**src/rtl/core/bms_fd_pkg.sv**
```systemverilog
// types and constants of the battery management frame deframer
`default_nettype none

package bms_fd_pkg;

	localparam int BYTE_W = 8;
	localparam int IDX_W  = 6;
	localparam int LEN_W  = 7;
	localparam int SUM_W  = 16;

	localparam logic [BYTE_W-1:0] BYTE_START = 8'hDD;
	localparam logic [BYTE_W-1:0] BYTE_STOP  = 8'h77;

	typedef enum logic [3:0] {
		PH_HUNT,
		PH_CMD,
		PH_STATUS,
		PH_LEN,
		PH_DATA,
		PH_CHK_HI,
		PH_CHK_LO,
		PH_STOP,
		PH_EMIT
	} phase_t;

endpackage

`default_nettype wire

```
**src/rtl/core/bms_fd_if.sv**
```systemverilog
// valid/ready channels for received bytes and deframed payload items
`default_nettype none

interface bms_fd_rx_if;
	logic                           valid;
	logic                           ready;
	logic [bms_fd_pkg::BYTE_W-1:0]  rx_byte;

	modport source (output valid, output rx_byte, input ready);
	modport sink   (input valid, input rx_byte, output ready);
endinterface

interface bms_fd_tx_if;
	logic                           valid;
	logic                           ready;
	logic [bms_fd_pkg::BYTE_W-1:0]  payload_byte;
	logic [bms_fd_pkg::IDX_W-1:0]   payload_index;
	logic                           has_payload;
	logic [bms_fd_pkg::BYTE_W-1:0]  frame_command;
	logic [bms_fd_pkg::BYTE_W-1:0]  frame_status;
	logic [bms_fd_pkg::LEN_W-1:0]   frame_length;
	logic                           last_of_frame;

	modport source (
		output valid, output payload_byte, output payload_index, output has_payload,
		output frame_command, output frame_status, output frame_length,
		output last_of_frame, input ready
	);
	modport sink (
		input valid, input payload_byte, input payload_index, input has_payload,
		input frame_command, input frame_status, input frame_length,
		input last_of_frame, output ready
	);
endinterface

`default_nettype wire

```
**src/rtl/core/bms_frame_deframer_top.sv**
```systemverilog
// battery management uart frame deframer with payload buffer memory
// rx_ch takes one received uart byte per item, one item per cycle while parsing.
// frames are 0xDD, command, status, length, data bytes, checksum high/low, 0x77.
// the checksum is the 16-bit negated sum of status, length and data bytes.
// data bytes are written into a one-port-write, one-port-read buffer memory.
// on a good stop byte the block enters a readout phase: rx_ch.ready drops and
// the buffer is read one entry per cycle while tx_ch is not stalled, straight
// into the tx_ch output register. the first result follows the stop byte through
// the phase register and the output register; a frame of n data bytes gives n
// items at one per cycle unless tx_ch stalls, an empty frame gives one item with
// has_payload low. rx_ch.ready returns in the cycle after the last read is issued,
// so the next frame is taken while the final item still waits on tx_ch. a stall
// on tx_ch holds the output register and pauses the buffer read. a frame of n
// data bytes is n + 7 bytes; the single memory read port sets the readout rate.
// bad length, checksum or stop byte drops the frame without any item.
// reset returns the parser to hunting for a start byte and empties tx_ch;
// the buffer needs no clearing since every entry is written before it is read.
`default_nettype none

module bms_frame_deframer_top #(
	parameter int MAX_PAYLOAD = 64
) (
	input  logic               clk,
	input  logic               arst_n,
	bms_fd_rx_if.sink          rx_ch,
	bms_fd_tx_if.source        tx_ch
);

	localparam int AW = (MAX_PAYLOAD > 1) ? $clog2(MAX_PAYLOAD) : 1;
	localparam logic [bms_fd_pkg::BYTE_W-1:0] MAX_LEN = bms_fd_pkg::BYTE_W'(MAX_PAYLOAD);

	bms_fd_pkg::phase_t phase_q, phase_d;

	logic [bms_fd_pkg::BYTE_W-1:0] held_cmd_q;
	logic [bms_fd_pkg::BYTE_W-1:0] held_status_q;
	logic [bms_fd_pkg::LEN_W-1:0]  held_len_q;
	logic [bms_fd_pkg::BYTE_W-1:0] chk_hi_q;
	logic [bms_fd_pkg::LEN_W-1:0]  fill_q;
	logic [bms_fd_pkg::SUM_W-1:0]  sum_q;
	logic [bms_fd_pkg::LEN_W-1:0]  rd_ptr_q;

	logic [bms_fd_pkg::BYTE_W-1:0] buf_mem [MAX_PAYLOAD];
	logic [bms_fd_pkg::BYTE_W-1:0] rd_data_q;

	logic                          tx_valid_q;
	logic [bms_fd_pkg::IDX_W-1:0]  out_idx_q;
	logic                          out_has_q;
	logic                          out_last_q;
	logic [bms_fd_pkg::BYTE_W-1:0] out_cmd_q;
	logic [bms_fd_pkg::BYTE_W-1:0] out_status_q;
	logic [bms_fd_pkg::LEN_W-1:0]  out_len_q;

	logic                          rx_ready;
	logic                          rx_fire;
	logic [bms_fd_pkg::BYTE_W-1:0] b;
	logic                          tx_free;
	logic [bms_fd_pkg::LEN_W-1:0]  fill_inc;
	logic [bms_fd_pkg::SUM_W-1:0]  sum_add;
	logic [bms_fd_pkg::SUM_W-1:0]  chk_sum;
	logic                          chk_ok;
	logic                          rd_last;

	// control strobes from the phase logic
	logic ld_cmd, ld_status, ld_len, clr_fill, wr_en, ld_chk_hi, start_emit;
	logic rd_en, emit_empty;

	assign b        = rx_ch.rx_byte;
	assign rx_ready = (phase_q != bms_fd_pkg::PH_EMIT);
	assign rx_fire  = rx_ch.valid && rx_ready;
	assign tx_free  = !tx_valid_q || tx_ch.ready;
	assign fill_inc = fill_q + bms_fd_pkg::LEN_W'(1);
	assign sum_add  = sum_q + {{(bms_fd_pkg::SUM_W-bms_fd_pkg::BYTE_W){1'b0}}, b};
	// sum plus received checksum wraps to zero when the checksum matches
	assign chk_sum  = sum_q + {chk_hi_q, b};
	assign chk_ok   = (chk_sum == '0);
	assign rd_last  = (rd_ptr_q == held_len_q - bms_fd_pkg::LEN_W'(1));

	always_ff @(posedge clk or negedge arst_n) begin
		if (!arst_n) begin
			phase_q <= bms_fd_pkg::PH_HUNT;
		end else begin
			phase_q <= phase_d;
		end
	end

	always_comb begin
		phase_d    = phase_q;
		ld_cmd     = 1'b0;
		ld_status  = 1'b0;
		ld_len     = 1'b0;
		clr_fill   = 1'b0;
		wr_en      = 1'b0;
		ld_chk_hi  = 1'b0;
		start_emit = 1'b0;
		rd_en      = 1'b0;
		emit_empty = 1'b0;
		case (phase_q)
			bms_fd_pkg::PH_HUNT: begin
				if (rx_fire && b == bms_fd_pkg::BYTE_START) begin
					phase_d = bms_fd_pkg::PH_CMD;
				end
			end
			bms_fd_pkg::PH_CMD: begin
				if (rx_fire) begin
					ld_cmd  = 1'b1;
					phase_d = bms_fd_pkg::PH_STATUS;
				end
			end
			bms_fd_pkg::PH_STATUS: begin
				if (rx_fire) begin
					ld_status = 1'b1;
					phase_d   = bms_fd_pkg::PH_LEN;
				end
			end
			bms_fd_pkg::PH_LEN: begin
				if (rx_fire) begin
					clr_fill = 1'b1;
					if (b > MAX_LEN) begin
						phase_d = bms_fd_pkg::PH_HUNT;
					end else begin
						ld_len = 1'b1;
						if (b == '0) begin
							phase_d = bms_fd_pkg::PH_CHK_HI;
						end else begin
							phase_d = bms_fd_pkg::PH_DATA;
						end
					end
				end
			end
			bms_fd_pkg::PH_DATA: begin
				if (rx_fire) begin
					wr_en = 1'b1;
					if (fill_inc >= held_len_q) begin
						phase_d = bms_fd_pkg::PH_CHK_HI;
					end
				end
			end
			bms_fd_pkg::PH_CHK_HI: begin
				if (rx_fire) begin
					ld_chk_hi = 1'b1;
					phase_d   = bms_fd_pkg::PH_CHK_LO;
				end
			end
			bms_fd_pkg::PH_CHK_LO: begin
				if (rx_fire) begin
					phase_d = chk_ok ? bms_fd_pkg::PH_STOP : bms_fd_pkg::PH_HUNT;
				end
			end
			bms_fd_pkg::PH_STOP: begin
				if (rx_fire) begin
					if (b == bms_fd_pkg::BYTE_STOP) begin
						start_emit = 1'b1;
						phase_d    = bms_fd_pkg::PH_EMIT;
					end else begin
						phase_d = bms_fd_pkg::PH_HUNT;
					end
				end
			end
			bms_fd_pkg::PH_EMIT: begin
				// one buffer read, or the empty-frame item, per free output slot
				if (tx_free) begin
					if (held_len_q == '0) begin
						emit_empty = 1'b1;
						phase_d    = bms_fd_pkg::PH_HUNT;
					end else begin
						rd_en = 1'b1;
						if (rd_last) begin
							phase_d = bms_fd_pkg::PH_HUNT;
						end
					end
				end
			end
			default: begin
				phase_d = bms_fd_pkg::PH_HUNT;
			end
		endcase
	end

	always_ff @(posedge clk or negedge arst_n) begin
		if (!arst_n) begin
			fill_q     <= '0;
			sum_q      <= '0;
			rd_ptr_q   <= '0;
			tx_valid_q <= 1'b0;
		end else begin
			if (clr_fill) begin
				fill_q <= '0;
			end else if (wr_en) begin
				fill_q <= fill_inc;
			end
			if (ld_status) begin
				sum_q <= {{(bms_fd_pkg::SUM_W-bms_fd_pkg::BYTE_W){1'b0}}, b};
			end else if (ld_len || wr_en) begin
				sum_q <= sum_add;
			end
			if (start_emit) begin
				rd_ptr_q <= '0;
			end else if (rd_en) begin
				rd_ptr_q <= rd_ptr_q + bms_fd_pkg::LEN_W'(1);
			end
			if (rd_en || emit_empty) begin
				tx_valid_q <= 1'b1;
			end else if (tx_ch.ready) begin
				tx_valid_q <= 1'b0;
			end
		end
	end

	always_ff @(posedge clk) begin
		if (ld_cmd) begin
			held_cmd_q <= b;
		end
		if (ld_status) begin
			held_status_q <= b;
		end
		if (ld_len) begin
			held_len_q <= b[bms_fd_pkg::LEN_W-1:0];
		end
		if (ld_chk_hi) begin
			chk_hi_q <= b;
		end
		// frame fields are copied so the next frame can be parsed under a stall
		if (rd_en || emit_empty) begin
			out_idx_q    <= rd_en ? rd_ptr_q[bms_fd_pkg::IDX_W-1:0] : '0;
			out_has_q    <= rd_en;
			out_last_q   <= emit_empty || rd_last;
			out_cmd_q    <= held_cmd_q;
			out_status_q <= held_status_q;
			out_len_q    <= held_len_q;
		end
	end

	// payload buffer: writes only while parsing, reads only during readout
	always_ff @(posedge clk) begin
		if (wr_en) begin
			buf_mem[fill_q[AW-1:0]] <= b;
		end
		if (rd_en) begin
			rd_data_q <= buf_mem[rd_ptr_q[AW-1:0]];
		end
	end

	assign rx_ch.ready          = rx_ready;
	assign tx_ch.valid          = tx_valid_q;
	assign tx_ch.payload_byte   = out_has_q ? rd_data_q : '0;
	assign tx_ch.payload_index  = out_idx_q;
	assign tx_ch.has_payload    = out_has_q;
	assign tx_ch.frame_command  = out_cmd_q;
	assign tx_ch.frame_status   = out_status_q;
	assign tx_ch.frame_length   = out_len_q;
	assign tx_ch.last_of_frame  = out_last_q;

endmodule

`default_nettype wire

```
**src/flat_wrapper.sv**
```systemverilog
// flat-port wrapper written by rule: the top's interface ports become plain ports
module bms_frame_deframer_top_flat 
#(
	parameter int MAX_PAYLOAD = 64
)
  (clk, arst_n, rx_ch_valid, rx_ch_rx_byte, rx_ch_ready, tx_ch_valid, tx_ch_payload_byte, tx_ch_payload_index, tx_ch_has_payload, tx_ch_frame_command, tx_ch_frame_status, tx_ch_frame_length, tx_ch_last_of_frame, tx_ch_ready);
  bms_fd_rx_if rx_ch_i ();
  bms_fd_tx_if tx_ch_i ();
  input  logic clk;
  input  logic arst_n;
  input wire logic [$bits(rx_ch_i.valid)-1:0] rx_ch_valid;
  input wire logic [$bits(rx_ch_i.rx_byte)-1:0] rx_ch_rx_byte;
  output wire logic [$bits(rx_ch_i.ready)-1:0] rx_ch_ready;
  output wire logic [$bits(tx_ch_i.valid)-1:0] tx_ch_valid;
  output wire logic [$bits(tx_ch_i.payload_byte)-1:0] tx_ch_payload_byte;
  output wire logic [$bits(tx_ch_i.payload_index)-1:0] tx_ch_payload_index;
  output wire logic [$bits(tx_ch_i.has_payload)-1:0] tx_ch_has_payload;
  output wire logic [$bits(tx_ch_i.frame_command)-1:0] tx_ch_frame_command;
  output wire logic [$bits(tx_ch_i.frame_status)-1:0] tx_ch_frame_status;
  output wire logic [$bits(tx_ch_i.frame_length)-1:0] tx_ch_frame_length;
  output wire logic [$bits(tx_ch_i.last_of_frame)-1:0] tx_ch_last_of_frame;
  input wire logic [$bits(tx_ch_i.ready)-1:0] tx_ch_ready;
  assign rx_ch_i.valid = rx_ch_valid;
  assign rx_ch_i.rx_byte = rx_ch_rx_byte;
  assign rx_ch_ready = rx_ch_i.ready;
  assign tx_ch_valid = tx_ch_i.valid;
  assign tx_ch_payload_byte = tx_ch_i.payload_byte;
  assign tx_ch_payload_index = tx_ch_i.payload_index;
  assign tx_ch_has_payload = tx_ch_i.has_payload;
  assign tx_ch_frame_command = tx_ch_i.frame_command;
  assign tx_ch_frame_status = tx_ch_i.frame_status;
  assign tx_ch_frame_length = tx_ch_i.frame_length;
  assign tx_ch_last_of_frame = tx_ch_i.last_of_frame;
  assign tx_ch_i.ready = tx_ch_ready;
  bms_frame_deframer_top #(.MAX_PAYLOAD(MAX_PAYLOAD)) u_core (.clk(clk), .arst_n(arst_n), .rx_ch(rx_ch_i), .tx_ch(tx_ch_i));
endmodule
```
**config.mk**
```make
export PLATFORM = sky130hd
export DESIGN_NAME = bms_frame_deframer_top_flat
export DESIGN_NICKNAME = d
export VERILOG_FILES = /design/src/rtl/core/bms_fd_pkg.sv /design/src/rtl/core/bms_fd_if.sv /design/src/rtl/core/bms_frame_deframer_top.sv /design/src/flat_wrapper.sv
export SDC_FILE = /design/constraint.sdc
export NUM_CORES = 1
export LEC_CHECK = 0
export BUFFER_PORTS_ARGS = -buffer_cell sky130_fd_sc_hd__buf_2
export CAP_MARGIN = 10
export CORE_UTILIZATION = 60
export CTS_BUF_LIST = sky130_fd_sc_hd__clkbuf_4
export CTS_CLUSTER_SIZE = 40
export DETAILED_ROUTE_END_ITERATION = 8
export HOLD_SLACK_MARGIN = 0.12
export PLACE_DENSITY = 0.77
export SYNTH_ARGS = -nofsm -noshare
export SYNTH_HDL_FRONTEND = slang
export SYNTH_SLANG_ARGS = --single-unit
```
**constraint.sdc**
```tcl
create_clock -name clk -period 6.6 [get_ports clk]
set_clock_uncertainty 0.15 [all_clocks]
set_input_delay 0.99 -clock clk [delete_from_list [all_inputs] [get_ports clk]]
set_output_delay 0.99 -clock clk [all_outputs]
set_load 0.05 [all_outputs]
```
==> impl_metrics.sql <==
INSERT INTO impl_metrics (metric_group, metric, value, unit) VALUES
('outcome', 'outcome', 'finished clean', ''),
('timing', 'postLayoutSetupSlackWorst', '2.964', 'ns'),
('clock_tree', 'cts_tree', 'built', ''),
('final_layout', 'fillerInstances', '2673', ''),
('timing', 'final_max_slew_viol_count', '0', ''),
('global_route', 'initial_antenna_violation_count', '3', ''),
('final_layout', 'areaGrowthSynthToFinish', '11.01', '%'),
('synth', 'post_synth_net_total', '1337', ''),
('global_route', 'grt_first_pass_wirelength', '77290', 'microns'),
('synth', 'synthArstFlopShare', '0.05673', ''),
('synth', 'yosys-top-cells-count', '582 x sky130_fd_sc_hd__edfxtp_1, 168 x sky130_fd_sc_hd__mux4_2, 112 x sky130_fd_sc_hd__nor2_1', ''),
('timing', 'final.min_clock_period', '3.636', 'ns'),
('critical_path', 'critPathMaxFanout', '35', ''),
('global_route', 'vias_in_the_first_global_route', '13243', ''),
('floorplanning', 'die-area', '42820', 'sq um'),
('floorplanning', 'die-width', '206.9', 'microns'),
('timing', 'fmaxAchievable', '0.2751', 'GHz'),
('timing', 'setup-tns-final', '0', 'ns'),
('critical_path', 'worstPathCellList', 'buf_4 > mux4_2 > mux4_2 > mux4_2', ''),
('clock_tree', 'clock_tree.buffer_depth', '3', ''),
('critical_path', 'setup.worst_path.start_class', 'flop', ''),
('synth', 'synthDominantCellAreaShare', '0.6936', ''),
('synth', 'synth_top_cells_by_area', 'sky130_fd_sc_hd__edfxtp_1 69%, sky130_fd_sc_hd__mux4_2 15%, sky130_fd_sc_hd__dfrtp_1 3.5%, sky130_fd_sc_hd__nor2_1 1.7%, sky130_fd_sc_hd__ha_1 1.3%', ''),
('global_route', 'grt_overflow_total', '0', ''),
('synth', 'yosysMostFrequentCell', 'sky130_fd_sc_hd__edfxtp_1', ''),
('detailed_routing', 'routed-via-count', '12912', ''),
('synth', 'post_synthesis_sequential_element_count', '617', ''),
('synth', 'ys.flop_type', 'sky130_fd_sc_hd__edfxtp_1', ''),
('placed_design', 'gpl.final_weighted_congestion', '0.8967', ''),
('critical_path', 'crit_path_max_incr_delay', '0.87', 'ns'),
('synth', 'number_of_synthesized_flops_with_an_enable_pin', '582', ''),
('pwr', 'peakVddDrop', '0.0006701', 'V'),
('pwr', 'power_per_cell_area', '372.2', 'nW/um^2'),
('detailed_routing', 'antenna_violating_nets_post_route', '0', ''),
('clock_tree', 'tritoncts.num_buffers', '150', ''),
('placed_design', 'portBuffers', '52', ''),
('synth', 'synth_warnings', '0', ''),
('floorplanning', 'top_level_ports', '53', ''),
('worst_hold_path', 'timing.hold.worst.class', 'flop to flop', ''),
('floorplanning', 'fp-row-count', '74', ''),
('synth', 'synth.yosys.seq_area_share', '0.7284', ''),
('clock_tree', 'clk_latency', '0.88', 'ns'),
('critical_path', 'critPathCaptureType', 'flop', ''),
('clock_tree', 'numClockSinks', '617', ''),
('critical_path', 'critical_path_arrival', '4.07', 'ns'),
('final_layout', 'layout.nets', '1496', ''),
('clock_tree', 'cts.root.buffer_cell', 'sky130_fd_sc_hd__clkbuf_4', ''),
('synth', 'postSynthAreaPerCell', '19.41', 'sq um'),
('timing', 'worst_hold_slack', '0.2494', 'ns'),
('timing', 'timing_worst_slew_pin_value', '1.096', 'ns'),
('critical_path', 'crit_top_cell', 'sky130_fd_sc_hd__mux4_2', ''),
('synth', 'syn_area', '25200', 'sq um'),
('timing', 'post-route-period-util', '0.5509', ''),
('floorplanning', 'die_height', '206.9', 'microns'),
('detailed_routing', 'drc', '0', ''),
('synth', 'yosys.cell_types.count', '64', ''),
('timing', 'report.final.hold_viol_count', '0', ''),
('floorplanning', 'core', '41110', 'sq um'),
('detailed_routing', 'wire_length_per_cell_after_detailed_routing', '24.37', 'microns'),
('critical_path', 'timing.setup.critical_path_class', 'flop to flop', ''),
('critical_path', 'worst-endpoint-required', '7.03', 'ns'),
('floorplanning', 'initial_core_util', '0.6129', ''),
('detailed_routing', 'drt-total-wl', '51150', 'microns'),
('critical_path', 'critical-path-slowest-cell', 'sky130_fd_sc_hd__dfrtp_4', ''),
('global_route', 'pin_count_of_the_biggest_net_entering_global_routing', '73', ''),
('placed_design', 'dp_worst_setup_slack', '2.006', 'ns'),
('timing', 'rsz0062_at_grt', 'no', ''),
('pwr', 'p_leak', '9.272', 'nW'),
('final_layout', 'layout-drive-gt1-share', '0.3116', ''),
('clock_tree', 'htree_num_levels', '4', ''),
('global_route', 'track_usage', '0.2527', '');
==> timing repair <==
| action | CTS | global route |
|---|---|---|
| hold endpoints to repair | 35 | 0 |
| gates resized for setup | 0 | 0 |
| buffers inserted | 0 | 0 |
| endpoints found under the setup margin | 0 | 0 |
| hold buffers | 1 | 0 |
==> per-layer routing <==
layer	vias to the layer above	GRT usage	wire (microns)
met2	515	0.4000	25600
li1	5717	-	-
met3	82	0.06311	4016
met4	2	0.09828	1143
met5	-	0	13
met1	6596	0.3428	20380
==> metrics by stage <==
step	power [mW]	util	cell area [sq um]	instances
after detailed placement	7.320	0.6319	25980	1836
final	10.41	0.6804	27970	2099
after floorplan	6.591	-	25200	1298
after global routing	10.86	0.6804	27970	2099
after global placement	7.278	0.6319	25980	1836
after CTS	10.51	0.6803	27970	2098
==> cell usage in the layout (no fill, tap or decap), types with 16 or more instances in the layout <==
master	count
sky130_fd_sc_hd__a21oi_1	20
sky130_fd_sc_hd__and2_1	16
sky130_fd_sc_hd__buf_2	52
sky130_fd_sc_hd__buf_4	16
sky130_fd_sc_hd__clkbuf_4	220
sky130_fd_sc_hd__clkinv_1	25
sky130_fd_sc_hd__dfrtp_1	32
sky130_fd_sc_hd__edfxtp_1	582
sky130_fd_sc_hd__ha_1	26
sky130_fd_sc_hd__mux4_2	168
sky130_fd_sc_hd__nand2_1	43
sky130_fd_sc_hd__nand3_1	21
sky130_fd_sc_hd__nor2_1	112
sky130_fd_sc_hd__o21ai_0	21
sky130_fd_sc_hd__xnor2_1	23
==> kinds of logic after synthesis <==
family | synth area share
muxes | 0.1533
buffers and inverters | 0.01440
adders and majority gates | 0.01371
xor gates and xnor gates | 0.01271
AOI/OAI and AO/OA | 0.02562
and+or+nand+nor | 0.05184
DFF | 0.7284
==> final timing paths <==
path                                           start                       endpoint  slack, ns  cells past startpoint
worst max-delay path              u_core.rd_ptr_q[0]            u_core.rd_data_q[6]       2.96                      4
worst min-delay path            u_core.held_cmd_q[4]  u_core.tx_ch.frame_command[4]       0.25                      0
worst max register to register    u_core.rd_ptr_q[0]            u_core.rd_data_q[6]       2.96                      4
worst min register to register  u_core.held_cmd_q[4]  u_core.tx_ch.frame_command[4]       0.25                      0
max in group asynchronous                     arst_n             u_core.rd_ptr_q[0]       5.03                      2
min in group asynchronous                     arst_n             u_core.rd_ptr_q[5]       0.64                      2
==> critical path: cells and delay by family (launching register included) <==
family	cells	cell delay, ns
buf+inv	1	0.63
mux	3	1.68
flops	1	0.87
==> final cells by class <==
type / count / area, sq um / area share
clock inverters: 41 / 329.1 / 0.01176
diodes: 1 / 2.502 / 0.00008947
clock buffers: 220 / 1652 / 0.05905
inverters: 13 / 48.80 / 0.001745
well taps: 532 / 665.6 / 0.02380
repair buffers: 71 / 430.4 / 0.01539
flip-flops and latches: 617 / 18360 / 0.6565
multi-input cells: 604 / 6481 / 0.2317
==> power by group <==
group	total, mW	internal (mW)	switching, mW
clock network	3.20	1.76	1.44
registers	4.62	4.39	0.238
logic	2.59	1.32	1.27
total	10.4	7.46	2.95
==> registers in the layout, indices dropped and copies added (netlist names), 4 cells and up <==
register	cells
u_core.tx_ch.payload_index	6
u_core.rd_ptr_q	7
u_core.fill_q	7
u_core.tx_ch.frame_length	7
u_core.buf_mem	512
u_core.sum_q	16
u_core.held_cmd_q	8
u_core.phase_q	4
u_core.tx_ch.frame_command	8
u_core.held_status_q	8
u_core.tx_ch.frame_status	8
u_core.chk_hi_q	8
u_core.rd_data_q	8
u_core.held_len_q	7
Power figures use the tool's default switching activity.
